<file path="config.mk">
export PLATFORM = sky130hd
export DESIGN_NAME = rc_switch_command_decoder_top
export DESIGN_NICKNAME = d
export VERILOG_FILES = /design/src/sv/rcsw_pkg.sv /design/src/sv/rcsw_edge_decide.sv /design/src/sv/rc_switch_command_decoder_top.sv
export SDC_FILE = /design/constraint.sdc
export NUM_CORES = 1
export LEC_CHECK = 0
export BUFFER_PORTS_ARGS = -buffer_cell sky130_fd_sc_hd__buf_4
export CAP_MARGIN = 20
export CORE_ASPECT_RATIO = 1.4
export CORE_MARGIN = 10
export CORE_UTILIZATION = 43
export DETAILED_ROUTE_END_ITERATION = 6
export HOLD_SLACK_MARGIN = 0.05
export PLACE_DENSITY = 0.63
export RECOVER_POWER = 100
export SYNTH_ARGS = -nofsm -noshare
export SYNTH_HDL_FRONTEND = slang
export SYNTH_SLANG_ARGS = --single-unit
</file>
<file path="constraint.sdc">
create_clock -name aclk -period 11.8 [get_ports aclk]
set_input_delay 0.59 -clock aclk [delete_from_list [all_inputs] [get_ports aclk]]
set_output_delay 0.59 -clock aclk [all_outputs]
set_load 0.03 [all_outputs]
</file>
<file path="src/sv/rcsw_pkg.sv">
// Shared types and constants for the RC switch command decoder.
package rcsw_pkg;

    localparam int unsigned CHAN_W  = 5;
    localparam int unsigned PWM_W   = 16;
    localparam int unsigned THR_W   = 11;
    localparam int unsigned DEB_W   = 16;
    localparam int unsigned TIME_W  = 32;
    localparam int unsigned CMD_W   = 2;
    localparam int unsigned S_DATA_W = 56;
    localparam int unsigned M_DATA_W = 8;
    localparam int unsigned CFG_IDX_W  = 2;
    localparam int unsigned CFG_DATA_W = 16;

    localparam logic [PWM_W-1:0] PWM_MIN = 16'd1000;
    localparam logic [PWM_W-1:0] PWM_MAX = 16'd2000;

    localparam logic [CMD_W-1:0] CMD_TAKEOFF = 2'd0;
    localparam logic [CMD_W-1:0] CMD_LAND    = 2'd1;
    localparam logic [CMD_W-1:0] CMD_ESTOP   = 2'd2;

    localparam logic [CFG_IDX_W-1:0] REG_ARM_CHANNEL   = 2'd0;
    localparam logic [CFG_IDX_W-1:0] REG_MODE_CHANNEL  = 2'd1;
    localparam logic [CFG_IDX_W-1:0] REG_THRESHOLD_PWM = 2'd2;
    localparam logic [CFG_IDX_W-1:0] REG_DEBOUNCE_MS   = 2'd3;

    localparam logic [CHAN_W-1:0] ARM_CHANNEL_RST   = 5'd4;
    localparam logic [CHAN_W-1:0] MODE_CHANNEL_RST  = 5'd5;
    localparam logic [THR_W-1:0]  THRESHOLD_PWM_RST = 11'd1750;
    localparam logic [DEB_W-1:0]  DEBOUNCE_MS_RST   = 16'd2000;

    typedef struct packed {
        logic arm_level;
        logic mode_level;
        logic prev_arm_level;
        logic prev_mode_level;
        logic awaiting_first;
        logic in_holdoff;
    } frame_view_t;

    typedef struct packed {
        logic             fire;
        logic [CMD_W-1:0] command;
    } decision_t;

endpackage

</file>
<file path="src/sv/rcsw_edge_decide.sv">
// Edge detection and command choice for one complete RC frame.
module rcsw_edge_decide (
    input  rcsw_pkg::frame_view_t view,
    output rcsw_pkg::decision_t   decision
);

    always_comb begin
        decision.fire    = 1'b0;
        decision.command = rcsw_pkg::CMD_TAKEOFF;
        if (view.awaiting_first || view.in_holdoff) begin
            decision.fire = 1'b0;
        end else if (!view.prev_arm_level && view.arm_level && !view.mode_level) begin
            decision.fire    = 1'b1;
            decision.command = rcsw_pkg::CMD_TAKEOFF;
        end else if (view.prev_arm_level && view.arm_level
                     && !view.prev_mode_level && view.mode_level) begin
            decision.fire    = 1'b1;
            decision.command = rcsw_pkg::CMD_LAND;
        end else if (view.prev_arm_level && !view.arm_level) begin
            decision.fire    = 1'b1;
            decision.command = rcsw_pkg::CMD_ESTOP;
        end
    end

endmodule

</file>
<file path="src/sv/rc_switch_command_decoder_top.sv">
// Top level of the RC switch command decoder: input register, frame logic, result register.
// A command is registered onto m_tdata from the frame-end item held in the input register.
// Throughput: one item per cycle while m_tready is high; a result held by m_tready low
// holds the input register, so s_tready stays low until the result is taken.
// Reset: synchronous on aresetn low; registers return to arm 4, mode 5, threshold 1750,
// debounce 2000, and the decoder waits for a first complete frame to seed its levels.
module rc_switch_command_decoder_top (
    input  logic                              aclk,
    input  logic                              aresetn,
    input  logic                              cfg_wr_en,
    input  logic [rcsw_pkg::CFG_IDX_W-1:0]    cfg_index,
    input  logic [rcsw_pkg::CFG_DATA_W-1:0]   cfg_data,
    input  logic                              s_tvalid,
    output logic                              s_tready,
    // channel_index [4:0], channel_pwm [20:5], time_ms [52:21], zero [55:53]
    input  logic [rcsw_pkg::S_DATA_W-1:0]     s_tdata,
    input  logic                              s_tlast,
    output logic                              m_tvalid,
    input  logic                              m_tready,
    // command [1:0], zero [7:2]
    output logic [rcsw_pkg::M_DATA_W-1:0]     m_tdata
);

    logic [rcsw_pkg::CHAN_W-1:0] arm_channel_reg;
    logic [rcsw_pkg::CHAN_W-1:0] mode_channel_reg;
    logic [rcsw_pkg::THR_W-1:0]  threshold_pwm_reg;
    logic [rcsw_pkg::DEB_W-1:0]  debounce_ms_reg;

    logic                         in_valid_reg;
    logic [rcsw_pkg::CHAN_W-1:0]  in_index_reg;
    logic [rcsw_pkg::PWM_W-1:0]   in_pwm_reg;
    logic                         in_last_reg;
    logic [rcsw_pkg::TIME_W-1:0]  in_time_reg;

    logic arm_now_reg, arm_now_next;
    logic mode_now_reg, mode_now_next;
    logic arm_seen_reg, arm_seen_next;
    logic mode_seen_reg, mode_seen_next;
    logic prev_arm_reg, prev_arm_next;
    logic prev_mode_reg, prev_mode_next;
    logic awaiting_reg, awaiting_next;
    logic action_taken_reg, action_taken_next;
    logic [rcsw_pkg::TIME_W-1:0] last_action_reg, last_action_next;

    logic                        out_valid_reg, out_valid_next;
    logic [rcsw_pkg::CMD_W-1:0]  out_cmd_reg, out_cmd_next;

    logic                         advance;
    logic [rcsw_pkg::PWM_W-1:0]   pwm_clamped;
    logic                         level_hi;
    logic                         arm_hit, mode_hit;
    logic                         arm_cur, mode_cur, arm_seen_cur, mode_seen_cur;
    logic [rcsw_pkg::TIME_W-1:0]  elapsed;
    logic                         frame_ok;
    rcsw_pkg::frame_view_t        view;
    rcsw_pkg::decision_t          decision;

    assign advance  = in_valid_reg && (!out_valid_reg || m_tready);
    assign s_tready = !in_valid_reg || advance;

    // Configuration registers
    always_ff @(posedge aclk) begin
        if (!aresetn) begin
            arm_channel_reg   <= rcsw_pkg::ARM_CHANNEL_RST;
            mode_channel_reg  <= rcsw_pkg::MODE_CHANNEL_RST;
            threshold_pwm_reg <= rcsw_pkg::THRESHOLD_PWM_RST;
            debounce_ms_reg   <= rcsw_pkg::DEBOUNCE_MS_RST;
        end else if (cfg_wr_en) begin
            case (cfg_index)
                rcsw_pkg::REG_ARM_CHANNEL:   arm_channel_reg   <= cfg_data[rcsw_pkg::CHAN_W-1:0];
                rcsw_pkg::REG_MODE_CHANNEL:  mode_channel_reg  <= cfg_data[rcsw_pkg::CHAN_W-1:0];
                rcsw_pkg::REG_THRESHOLD_PWM: threshold_pwm_reg <= cfg_data[rcsw_pkg::THR_W-1:0];
                rcsw_pkg::REG_DEBOUNCE_MS:   debounce_ms_reg   <= cfg_data[rcsw_pkg::DEB_W-1:0];
                default: ;
            endcase
        end
    end

    // Input register
    always_ff @(posedge aclk) begin
        if (!aresetn) begin
            in_valid_reg <= 1'b0;
        end else if (s_tready) begin
            in_valid_reg <= s_tvalid;
        end
    end

    always_ff @(posedge aclk) begin
        if (s_tready && s_tvalid) begin
            in_index_reg <= s_tdata[4:0];
            in_pwm_reg   <= s_tdata[20:5];
            in_time_reg  <= s_tdata[52:21];
            in_last_reg  <= s_tlast;
        end
    end

    // Level of the sample and channel latches
    always_comb begin
        if (in_pwm_reg < rcsw_pkg::PWM_MIN) begin
            pwm_clamped = rcsw_pkg::PWM_MIN;
        end else if (in_pwm_reg > rcsw_pkg::PWM_MAX) begin
            pwm_clamped = rcsw_pkg::PWM_MAX;
        end else begin
            pwm_clamped = in_pwm_reg;
        end
    end

    assign level_hi      = pwm_clamped[rcsw_pkg::THR_W-1:0] > threshold_pwm_reg;
    assign arm_hit       = in_index_reg == arm_channel_reg;
    assign mode_hit      = in_index_reg == mode_channel_reg;
    assign arm_cur       = arm_hit ? level_hi : arm_now_reg;
    assign mode_cur      = mode_hit ? level_hi : mode_now_reg;
    assign arm_seen_cur  = arm_seen_reg | arm_hit;
    assign mode_seen_cur = mode_seen_reg | mode_hit;
    assign frame_ok      = in_last_reg && arm_seen_cur && mode_seen_cur;
    assign elapsed       = in_time_reg - last_action_reg;

    always_comb begin
        view.arm_level       = arm_cur;
        view.mode_level      = mode_cur;
        view.prev_arm_level  = prev_arm_reg;
        view.prev_mode_level = prev_mode_reg;
        view.awaiting_first  = awaiting_reg;
        view.in_holdoff      = action_taken_reg
                               && (elapsed[rcsw_pkg::TIME_W-1:rcsw_pkg::DEB_W] == '0)
                               && (elapsed[rcsw_pkg::DEB_W-1:0] < debounce_ms_reg);
    end

    rcsw_edge_decide u_decide (
        .view     (view),
        .decision (decision)
    );

    always_comb begin
        arm_now_next      = arm_now_reg;
        mode_now_next     = mode_now_reg;
        arm_seen_next     = arm_seen_reg;
        mode_seen_next    = mode_seen_reg;
        prev_arm_next     = prev_arm_reg;
        prev_mode_next    = prev_mode_reg;
        awaiting_next     = awaiting_reg;
        action_taken_next = action_taken_reg;
        last_action_next  = last_action_reg;
        out_valid_next    = out_valid_reg && !m_tready;
        out_cmd_next      = out_cmd_reg;
        if (advance) begin
            arm_now_next   = arm_cur;
            mode_now_next  = mode_cur;
            arm_seen_next  = arm_seen_cur && !in_last_reg;
            mode_seen_next = mode_seen_cur && !in_last_reg;
            if (frame_ok) begin
                prev_arm_next  = arm_cur;
                prev_mode_next = mode_cur;
                awaiting_next  = 1'b0;
                if (decision.fire) begin
                    action_taken_next = 1'b1;
                    last_action_next  = in_time_reg;
                    out_valid_next    = 1'b1;
                    out_cmd_next      = decision.command;
                end
            end
        end
    end

    // Frame state and result register
    always_ff @(posedge aclk) begin
        if (!aresetn) begin
            arm_now_reg      <= 1'b0;
            mode_now_reg     <= 1'b0;
            arm_seen_reg     <= 1'b0;
            mode_seen_reg    <= 1'b0;
            prev_arm_reg     <= 1'b0;
            prev_mode_reg    <= 1'b0;
            awaiting_reg     <= 1'b1;
            action_taken_reg <= 1'b0;
            last_action_reg  <= '0;
            out_valid_reg    <= 1'b0;
        end else begin
            arm_now_reg      <= arm_now_next;
            mode_now_reg     <= mode_now_next;
            arm_seen_reg     <= arm_seen_next;
            mode_seen_reg    <= mode_seen_next;
            prev_arm_reg     <= prev_arm_next;
            prev_mode_reg    <= prev_mode_next;
            awaiting_reg     <= awaiting_next;
            action_taken_reg <= action_taken_next;
            last_action_reg  <= last_action_next;
            out_valid_reg    <= out_valid_next;
        end
    end

    always_ff @(posedge aclk) begin
        out_cmd_reg <= out_cmd_next;
    end

    assign m_tvalid = out_valid_reg;
    assign m_tdata  = {{(rcsw_pkg::M_DATA_W - rcsw_pkg::CMD_W){1'b0}}, out_cmd_reg};

endmodule

</file>
# Yosys cells after proc, flatten, opt, wreduce, memory -nomap -nowiden

Cells that the tools add are included.
W data, S select, Z words.

Flip-flop bits (word level): 135
Bits in latches: 0
Memory bits (writable): 0
Memory bits (read-only): 0
Output and inout bits: 10
Logic and storage cells: 80
Memories: 0

$add $sub $neg: 1
Multipliers: 0
Divide/modulo/power cells: 0
$lt $le $gt $ge: 4
Eq/ne operators: 5
Shifts and indexed selects: 0
Multiplexer cells: 11
Bitwise logic cells: 2
Reduce and logical (&&, ||, !) cells: 36

Operators with widths:

| kind                   | count |
|---|---|
| $sub A32 B32 Y32       | 1 |
| $mux W11               | 2 |
| $gt A16 B11 Y1 const B | 1 |
| $logic_not A16 Y1      | 1 |
| $lt A16 B10 Y1 const B | 1 |
| $lt A16 B16 Y1         | 1 |
| $logic_and A1 B1 Y1    | 15 |
| $gt A11 B11 Y1         | 1 |
| $eq A5 B5 Y1           | 2 |
| $reduce_and A2 Y1      | 5 |
| $mux W3                | 3 |
| $logic_not A1 Y1       | 8 |
| $mux W1                | 6 |
| $eq A2 B2 Y1 const B   | 2 |
| $logic_or A1 B1 Y1     | 3 |
| $reduce_and A3 Y1      | 1 |
| $reduce_or A3 Y1       | 1 |
| $eq A2 B1 Y1 const B   | 1 |
| $logic_not A2 Y1       | 1 |
| $or A1 B1 Y1           | 2 |
| $reduce_or A2 Y1       | 1 |

# Logic depth before layout (Yosys ltp)

Gate-level depths: netlist of run 1.

Depth in word-level cells: 14
Depth in mapped cells: 22
Depth with buffers taken out: 20

# Hierarchy

A second synthesis of run 1 with hierarchy kept.

Cell total of the unflattened synthesis: 818
Area, all modules: 7532.2 um^2

Modules (own cells, without submodules):

| module                        | instances | cells each | area each (um^2) | seq. area each (um^2) |
|---|---|---|---|---|
| rc_switch_command_decoder_top | 1         | 811        | 7477.2           | 3263.1 |
| rcsw_edge_decide              | 1         | 7          | 55.1             | 0.0 |

# Worst setup path after synthesis of run 1

OpenSTA, ideal clock, no wires.

Path type: flip-flop to flip-flop
Start point: register in_time_reg[0] in the netlist's numbering
End point: register action_taken_reg
Setup time: 0.115 ns
Data arrival time: 4.731 ns
Required time: 11.685 ns
Setup slack: 6.955 ns
Cell stages (with the launch flop): 23
Buffers on the path: 2
Cells stage by stage: edfxtp_1 > inv_1 > ha_1 > inv_1 > fa_1 > a21o_1 > a221oi_1 > o21a_1 > o21ai_0 > xor2_1 > ha_1 > and4_1 > nand2_1 > o2bb2ai_1 > or4_1 > or4_1 > nor4_2 > nand4_1 > nor3_2 > a31oi_1 > buf_6 > buf_12 > o21a_1

Longest elaborated chain between the ends: 7
Elaborated cells between the ends (all ways): 8
Those cells by class: 1 x add/sub; 1 x order compare; 1 x mux; 5 x reduce/logical

Ends and longest elaborated chain:

| item                                                                   | line                                 | source |
|---|---|---|
| start: declaration                                                     | rc_switch_command_decoder_top.sv:33  | `logic [rcsw_pkg::TIME_W-1:0] in_time_reg;` |
| start signal: assignment                                               | rc_switch_command_decoder_top.sv:92  | `in_time_reg <= s_tdata[52:21];` |
| $sub A32 B32 Y32 (*)                                                   | rc_switch_command_decoder_top.sv:116 | `assign elapsed = in_time_reg - last_action_reg;` |
| parallel branches: the longest is 2 deep, another holds $lt A16 B16 Y1 | --                                   |  |
| $logic_and A1 B1 Y1 (*)                                                | rc_switch_command_decoder_top.sv:126 | `&& (elapsed[rcsw_pkg::DEB_W-1:0] < debounce_ms_reg);` |
| $logic_or A1 B1 Y1 (*)                                                 | rcsw_edge_decide.sv:10               | `if (view.awaiting_first \|\| view.in_holdoff) begin` |
| $mux W1 (*)                                                            | rcsw_edge_decide.sv:10               |  |
| $reduce_and A3 Y1 (no source line) (*)                                 | --                                   |  |
| end signal: assignment                                                 | rc_switch_command_decoder_top.sv:186 | `action_taken_reg <= action_taken_next;` |
| end: declaration                                                       | rc_switch_command_decoder_top.sv:42  | `logic action_taken_reg, action_taken_next;` |

Every way passes the cells marked *.
A chain may end at the register's enable or synchronous reset.

# Final worst setup path of run 1

Start point: register in_time_reg[0] in the netlist's numbering
End point: register last_action_reg[5] in the netlist's numbering

Longest elaborated chain between the ends: 7
Elaborated cells between the ends (all ways): 8
Those cells by class: 1 x add/sub; 1 x order compare; 1 x mux; 5 x reduce/logical

Ends and longest elaborated chain:

| item                                                                   | line                                 | source |
|---|---|---|
| $sub A32 B32 Y32 (*)                                                   | rc_switch_command_decoder_top.sv:116 |  |
| parallel branches: the longest is 2 deep, another holds $lt A16 B16 Y1 | --                                   |  |
| $logic_and A1 B1 Y1 (*)                                                | rc_switch_command_decoder_top.sv:126 |  |
| $logic_or A1 B1 Y1 (*)                                                 | rcsw_edge_decide.sv:10               |  |
| $mux W1 (*)                                                            | rcsw_edge_decide.sv:10               |  |
| $reduce_and A3 Y1 (no source line) (*)                                 | --                                   |  |
| end signal: assignment                                                 | rc_switch_command_decoder_top.sv:187 | `last_action_reg <= last_action_next;` |
| end: declaration                                                       | rc_switch_command_decoder_top.sv:43  | `logic [rcsw_pkg::TIME_W-1:0] last_action_reg, last_action_next;` |

Marked as above.

==> results of run 1 <==
## final cells by class
cell class,instances,area share (%)
Multi-Input combinational cell,598,44.20
Inverter,69,2.874
Clock inverter,15,2.041
Timing Repair Buffer,83,6.623
Tap cell,240,3.332
Clock buffer,17,4.721
Sequential cell,135,36.21
## routing by layer
metal / vias up / track usage (%) / part of all wire, %
met5: - / 0 / 0
met4: 0 / 5.955 / 2.0
met3: 29 / 3.814 / 4.0
met2: 110 / 28.93 / 53
met1: 2936 / 16.84 / 41
li1: 3099 / - / -
## critical path: stages, from the launching register on
cell,delay [ns]
edfxtp_1,0.38
inv_1,0.07
ha_1,0.15
inv_1,0.05
fa_1,0.40
a21o_1,0.20
a221oi_1,0.73
o21a_1,0.26
o21ai_0,0.11
xor2_1,0.17
ha_1,0.32
nand4_1,0.09
a2111oi_0,0.45
or4_1,0.18
or4_1,0.09
nor4_1,0.07
nand4_1,0.12
nor3_1,0.05
a31oi_1,0.97
clkbuf_1,1.56
mux2i_1,0.24
## power breakdown
part	leakage, nW	switching (mW)	internal, mW	total [mW]
logic	1.96	0.109	0.0788	0.188
clock network	0.294	0.228	0.320	0.548
registers	1.18	0.0113	0.509	0.521
## how the worst max path moves through the flow
stage                         from                   to  cells after the start
detailed placement  in_time_reg[0]     action_taken_reg                     21
finish              in_time_reg[0]   last_action_reg[5]                     20
global route        in_time_reg[0]  last_action_reg[14]                     20
global placement    in_time_reg[0]     action_taken_reg                     21
floorplan           in_time_reg[0]     action_taken_reg                     22
CTS                 in_time_reg[0]     action_taken_reg                     21
## kinds of logic after synthesis
group / synth area share [%]
AOI/OAI and AO/OA: 15.56
buffers and inverters: 6.845
adders and majority gates: 9.438
DFF: 42.00
muxes: 5.959
other: 0.04827
and+or+nand+nor: 16.77
xor gates and xnor gates: 3.382
## placed cells by master, fill, tap and decap left out, drive strengths merged, types with 38 or more instances in the layout
cell	synthesis	layout
nand2	147	147
inv	68	77
mux2i	44	44
nor2	38	38
clkbuf	18	78
a21oi	58	58
edfxtp	56	56
dfxtp	79	79
ha	57	57
==> results by stage, run 1 <==
Run status:
- The flow ran to the end, but the final reports show violations.
- The checks that failed: design-rule violations, max-capacitance violations, max-slew violations.

Finish:
- The total area of multi-input combinational cells is 3983 um^2.
- Of the cells placed in the final design, the portion with a size suffix greater than 1 is 13.20%.
- 0 antenna diodes ended up in the layout.
- The relative area change from synthesis to final layout is 15.99%.
- Summing all non-filler instances in the final layout gives an area of 9011 um^2.
- The final core utilization is 50.48%.
- The sequential cells in the finished layout cover a total of 3263 um^2.
- The layout has 1754 filler cells.
- The total number of nets in the final design is 1042.
- The count of non-filler cells in the finished layout is 1157.

Worst setup path:
- Data on the critical path arrives at its endpoint at 7.11 ns.
- The endpoint identified for the worst register-to-register timing path is last_action_reg[5].
- The startpoint-to-endpoint class of the critical path is reg2reg.
- STA classifies the critical path endpoint as a flip-flop.
- Setup slack on the worst reg-to-reg path comes out at 4.92 ns.
- The required time of the critical path is 12.03 ns.
- Of all nets on the critical path, the largest fanout is 26.
- The worst register-to-register path begins at in_time_reg[0].
- The kind of start point of the critical path is a flip-flop.
- The worst reg-to-reg path cell count is 20.

STA:
- Hold timing on the final database bottoms out at a slack of 0.3530 ns.
- The clock arrives with 0.007003 ns of skew.
- After routing, the total negative slack on setup checks comes to 0 ns.
- The final setup violation count is 0.
- Derived from the worst setup path, the maximum achievable clock frequency is 145.3 MHz.
- The number of max-slew violations in the final report came to 176.
- The least setup slack across all paths after layout is 4.916 ns.
- The tightest slew margin relative to the limit is -152.8%.
- The hold violation count in the final report was 0.
- After layout, the worst path uses 58.34% of the clock period.
- Subtracting the final worst setup slack from the clock period gives 6.884 ns.
- At the pin with the least slew margin, the transition time is 3.792 ns.
- Setup repair after global routing left no endpoint under its margin.

Global routing:
- The global-route wire length before repair is 30.23 mm.
- The number of global-route vias before repair is 6233.
- The number of antenna violations at the first check in global routing is 0.
- The residual overflow from global routing is 0.
- Entering global routing, the biggest net connects 94 pins.
- In the global route stage, overall resource usage came out at 15.67%.

Synth:
- For this run, asynchronously set or reset flops after synthesis account for 0%.
- The per-instance average area after synthesis is 9.304 um^2.
- Yosys attributes the largest share of cell area to edfxtp_1 (22%), dfxtp_1 (20%), ha_1 (9.2%).
- The total number of yosys warnings is 0.
- The cell taking the most area after synthesis is edfxtp_1.
- Of the synthesized area, sequential elements account for 42.00%.
- The most common flop cell mapped by yosys is dfxtp_1.
- Synthesis instantiated 72 different standard cells from the library.
- The number of flops mapped to enable cells by yosys is 56.
- After synthesis the cells add up to 7769 um^2.
- Among all cell types in the netlist, the one instantiated most often is nand2_1.
- The synthesized design contains 135 register bits.
- In this run the biggest area consumer among cell types represents 21.65% of the synthesized area.
- Synthesis handed over a netlist of 835 instances.
- The commonest cells after synthesis are nand2_1 (147), dfxtp_1 (79), inv_1 (68).

Floorplanning:
- 90 I/O pins were placed.
- The core region is 17850 um^2.
- The starting density of the core is 43.52%.
- The chip width is 133.6 um.
- The die height is 179.0 um.
- The number of standard-cell rows in the floorplan is 58.
- The die covers 23920 um^2.

Clock tree:
- The number of CTS-inserted buffers is 17.
- Clock tree synthesis selected as its root buffer the cell clkbuf_16.
- The clock latency reported for the late side of the worst-skew pair is 0.43 ns.
- The number of sinks on the clock net is 135.
- In this run, post-CTS hold repair placed 0 buffers.
- The total of cells resized after clock tree synthesis is 0.
- Clock-pin slew was measured on the worst setup and hold paths at 0.07 ns.
- Post-CTS timing repair inserted 0 buffers for setup.
- The deepest clock path buffer count is 2.
- TritonCTS built the clock tree.
- The H-tree was split into 4 levels.

Routing:
- The detail-routed net length per standard cell is 15.75 um.
- The length of the first detailed-routing pass in iterations is 7.
- For this block, the initial DRC count from the detailed router was 336.
- Summing over every cut layer, the via total after detailed routing is 6174.
- The detail route stage leaves a number of antenna-violating nets equal to 0.
- The number of vias per cell after detailed routing is 5.336.
- The number of remaining DRC errors is 1.
- The final layout contains routed wiring with a total length of 18.23 mm.

Worst hold path:
- The worst hold path begins at s_tdata[4].
- The path class of the tightest hold or removal check is in2reg.
- For hold timing, the worst endpoint is in_index_reg[4].
- Counting instances, the worst hold path has a depth of 1.

Placement:
- Timing analysis after detailed placement gives a worst setup slack of 5.988 ns.
- The post-detailed-placement half-perimeter wirelength is 13.71 mm.
- The standard cell area after detailed placement is 8447 um^2.
- The number of placed instances, taps included is 1124.
- The count of buffers added on input and output ports is 80.
- The congestion estimate from routability-driven global placement came to 0.8817.

Pwr:
- IR analysis of the VDD net gives a maximum drop of 0.09152 mV.
- The leakage power is 3.435 nW.
- The total power density per cell area is 139.5 nW/um^2.
- The total power draw is 1.257 mW.

Flow run:
- Max-cap violations in this run came to 3.
Note: power is estimated with default switching activity, not from simulation.
==> run 2, diff against run 1 <==
--- a/config.mk
+++ b/config.mk
@@ -5,6 +5,7 @@
 export SDC_FILE = /design/constraint.sdc
 export NUM_CORES = 1
 export LEC_CHECK = 0
+export ABC_AREA = 1
 export BUFFER_PORTS_ARGS = -buffer_cell sky130_fd_sc_hd__buf_4
 export CAP_MARGIN = 20
 export CORE_ASPECT_RATIO = 1.4
@@ -12,7 +13,7 @@
 export CORE_UTILIZATION = 43
 export DETAILED_ROUTE_END_ITERATION = 6
 export HOLD_SLACK_MARGIN = 0.05
-export PLACE_DENSITY = 0.63
+export PLACE_DENSITY = 0.62
 export RECOVER_POWER = 100
 export SYNTH_ARGS = -nofsm -noshare
 export SYNTH_HDL_FRONTEND = slang
==> constraint.sdc (replaced) <==
create_clock -name aclk -period 6.4 [get_ports aclk]
set_input_delay 0.32 -clock aclk [delete_from_list [all_inputs] [get_ports aclk]]
set_output_delay 0.32 -clock aclk [all_outputs]
set_load 0.03 [all_outputs]
==> run 2 against run 1 <==
Against the previous run: the flow finishes with violations (max-capacitance violations, max-slew violations); worst hold slack got worse by 0.27 ns; largest cell class unchanged; register-to-register slack got worse by 3.2 ns; fmax rose by 45%; total power rose by 78%; first-iteration DRC count rose by 22%; critical endpoint is now last_action_reg[30]; synthesized area rose by 10%; wire length rose by 11%; largest power group unchanged; clock power rose by 82%.
==> results by stage, run 2 <==
Worst setup path:
- The worst setup slack for register-to-register paths is 1.67 ns (-3.25 ns).
- STA classifies the critical path startpoint as a flip-flop.
- The signal on the critical path passes through inv_1 -> ha_1 -> inv_1 -> fa_1 -> nand3_1 -> nand3_1 -> nand3_1 -> nand3b_1 -> xor2_1 -> ha_1 -> a21oi_1 -> o211a_1 -> nand2_1 -> nor2_1 -> nand2_1 -> nor2_1 -> nand2_1 -> nor2_2 -> nand3_1 -> clkbuf_1 -> nand4_1 -> nand2_1 -> nor2_1.
- The stage delay of the slowest cell on the critical path is 1.11 ns (-0.45 ns).
- Broken down by cell family, the worst path's largest delay share belongs to simple AND/OR/NAND/NOR gates.
- The slowest library cell on the worst path is clkbuf_1.
- The count of buffer and inverter cells on the critical path is 3 (unchanged).
- The kind of end point of the critical path is a flip-flop.
- The required time of the critical path came to 6.72 ns (-5.31 ns).
- The startpoint-to-endpoint class of the critical path is reg2reg.
- The endpoint arrival time on the critical path is 5.05 ns (-2.06 ns).
- The peak fanout along the critical path is 27 (+3.8%).

Synth:
- The number of flops mapped to enable cells by yosys is 56 (unchanged).
- The most frequently used cell type in the post-synthesis netlist is nand2_1.
- The total number of yosys warnings is 0 (unchanged).
- The cell taking the most area after synthesis is edfxtp_1.
- The cell area after synthesis was 8544 um^2 (+10%).
- The count of cell types in the netlist is 41 (-43%).
- The commonest cells after synthesis are nand2_1 (337), inv_1 (264), nor2_1 (113).
- Sorting the synthesized cells by area gives the leading types as edfxtp_1 (20%), dfxtp_1 (19%), nand2_1 (15%).
- The most used flip-flop cell after synthesis is dfxtp_1.
- The share of synthesized registers carrying an async set or reset was 0% (unchanged).
- The area share of the leading cell type in the synthesized netlist is 19.68% (-2.0 points).
- The number of synthesized register bits is 135 (unchanged).
- The per-instance average area after synthesis is 6.998 um^2 (-25%).
- The sequential element share of the synthesized area came to 38.19% (-3.8 points).
- The synthesized netlist cell count was 1221 (+46%).

STA:
- The number of max-slew violations in the final report is 103 (-41%).
- The transition time at the pin with the least slew margin came to 2.916 ns (-0.8752 ns).
- The tightest slew margin relative to the limit came to -94.43% (+58 points).
- The final period utilization is 73.92% (+16 points).
- The least setup slack across all paths after layout was 1.669 ns (-3.247 ns).
- The final setup skew was 0.009958 ns (+0.002955 ns).
- The achievable clock frequency is 211.4 MHz (+45%).
- The hold violation count in the final report is 0 (unchanged).
- The final total negative setup slack is 0 ns (unchanged).
- Setup repair after global routing left no endpoint under its margin.
- The clock period minus final worst setup slack is 4.731 ns (-2.153 ns).
- The final setup violation count was 0 (unchanged).

Clock tree:
- The total of cells resized after clock tree synthesis came to 0 (unchanged).
- The hold-fix buffer count after cts is 15 (+15).
- The deepest clock path buffer count is 2 (unchanged).
- The number of levels in the clock H-tree is 4 (unchanged).
- The number of sinks on the clock net is 135 (unchanged).
- The clock root buffer master is clkbuf_16.
- The clock input transition at the sequential cells of the worst setup and hold paths is 0.06 ns (about the same).
- The clock latency reported for the late side of the worst-skew pair is 0.43 ns (about the same).
- The number of setup buffers added after CTS is 0 (unchanged).
- The number of CTS-inserted buffers is 17 (unchanged).
- TritonCTS built the clock tree.

Finish:
- The share of layout cells above drive strength 1 is 11.56% (-1.6 points).
- The commonest non-fill, non-tap cell in the layout is nand2_1.
- The relative area change from synthesis to final layout is 18.83%.
- In the layout the commonest cells are nand2_1 (338), inv_1 (264), nor2_1 (113).
- The antenna cell count is 0 (unchanged).
- The total number of nets in the final design is 1466 (+41%).

Routing:
- The post-route antenna net violation count is 0 (unchanged).
- The final routed wirelength across all metal layers is 20.27 mm (+11%).
- The count of vias placed by the detailed router is 7413 (+20%).
- The length of the first detailed-routing pass in iterations is 5 (-2).
- The detail-routed net length per standard cell came to 12.76 um (-19%).
- The number of vias per cell after detailed routing is 4.665 (-13%).
- The iteration-0 DRC count of the detailed router is 411 (+22%).
- The number of remaining DRC errors was 0 (-1).

Global routing:
- The residual overflow from global routing was 0 (unchanged).
- The number of antenna violations at the first check in global routing is 0 (unchanged).
- The maximum number of pins on one net before global-route repair is 70 (-26%).
- The global-route wire length before repair is 33.64 mm (+11%).
- The number of global-route vias before repair came to 7173 (+15%).
- The overall fraction of global-route tracks in use came to 15.59% (-0.079 points).

Placement:
- The count of buffers from port buffering is 80 (unchanged).
- The final estimated routing congestion in global placement is 0.8883 (+0.75%).
- The post-detailed-placement half-perimeter wirelength was 15.39 mm (+12%).
- The pre-CTS worst setup slack is 1.988 ns (-4.000 ns).

Pwr:
- The leakage power is 5.250 nW (+53%).
- The largest vdd supply drop is 0.1836 mV (+100%).
- The total power density per cell area is 220.8 nW/um^2 (+58%).

Floorplanning:
- The die outline area is 25990 um^2 (+8.7%).
- The number of standard-cell rows in the floorplan is 60 (+3.4%).
- The die height came to 186.8 um (+4.3%).
- The placeable core area was 19370 um^2 (+8.5%).
- The starting density of the core is 44.11% (+0.60 points).
- The top-level I/O count is 90 (unchanged).
- The chip width is 139.1 um (+4.1%).

Run status:
- The run finished, with violations left.
- The checks that failed: max-capacitance violations, max-slew violations.

Flow run:
- The max-capacitance violation count is 2 (-1).

Worst hold path:
- The path class of the tightest hold or removal check is in2reg.
[run 2: final cells by class]
class,count,area [um^2]
clock buffers,17,425.4
well taps,248,310.3
inverters,277,1040
clock inverters,15,166.4
fillers,1935,9215
flip-flops and latches,135,3263
multi-input cells,784,4059
repair buffers,113,889.6
[run 2: where the power goes]
group          leakage, nW  internal, mW  switching (mW)
Sequential            1.18         0.932          0.0163
Clock                0.294         0.583           0.416
Combinational         3.77         0.124           0.172
Total                 5.25          1.64           0.604
[run 2: metal layers]
metal	vias to the layer above	wire, um	GRT usage (%)
met3	18	876	3.782
met1	3291	9167	18.33
li1	3978	-	-
met2	126	9978	27.20
met4	0	252	4.747
met5	-	0	0
[run 2: worst register-to-register path, delay by kind of cell (launching register included)]
family	cells	cell delay, ns
fa+ha+maj	3	0.78
xor+xnor	1	0.25
buf+inv	3	1.26
compound gates	2	0.28
flops	1	0.36
simple gates	14	1.66
[run 2: metrics by stage]
step | cell area [um^2] | total power [mW] | util (%) | instances | hold WS [ns]
after floorplan | 8563 | 1.159 | - | 1226 | 0.4189
after global placement | 9329 | 1.245 | 48.17 | 1529 | 0.4499
after detailed placement | 9349 | 1.251 | 48.27 | 1530 | 0.4525
after CTS | 10090 | 2.262 | 52.10 | 1577 | 0.05004
after global routing | 10150 | 2.361 | 52.42 | 1589 | 0.07113
final | 10150 | 2.242 | 52.42 | 1589 | 0.08522
[run 2: path summary, 6_finish.rpt]
kind                                  startpoint                   to  cells past startpoint
worst max-delay path              in_time_reg[0]  last_action_reg[30]                     23
worst min-delay path                 s_tdata[25]       in_time_reg[4]                      1
worst max register to register    in_time_reg[0]  last_action_reg[30]                     23
worst min register to register  action_taken_reg     action_taken_reg                      2
[run 2: cell families after synthesis]
kind of cell | after synthesis | share of synthesized area [%]
XOR/XNOR | 23 | 2.358
adder cells (fa/ha/maj) | 58 | 8.581
AND/OR/NAND/NOR | 588 | 29.40
AO/OA/AOI/OAI | 109 | 7.117
other | 1 | 0.04389
buffers and inverters | 307 | 14.31
flip-flops | 135 | 38.19
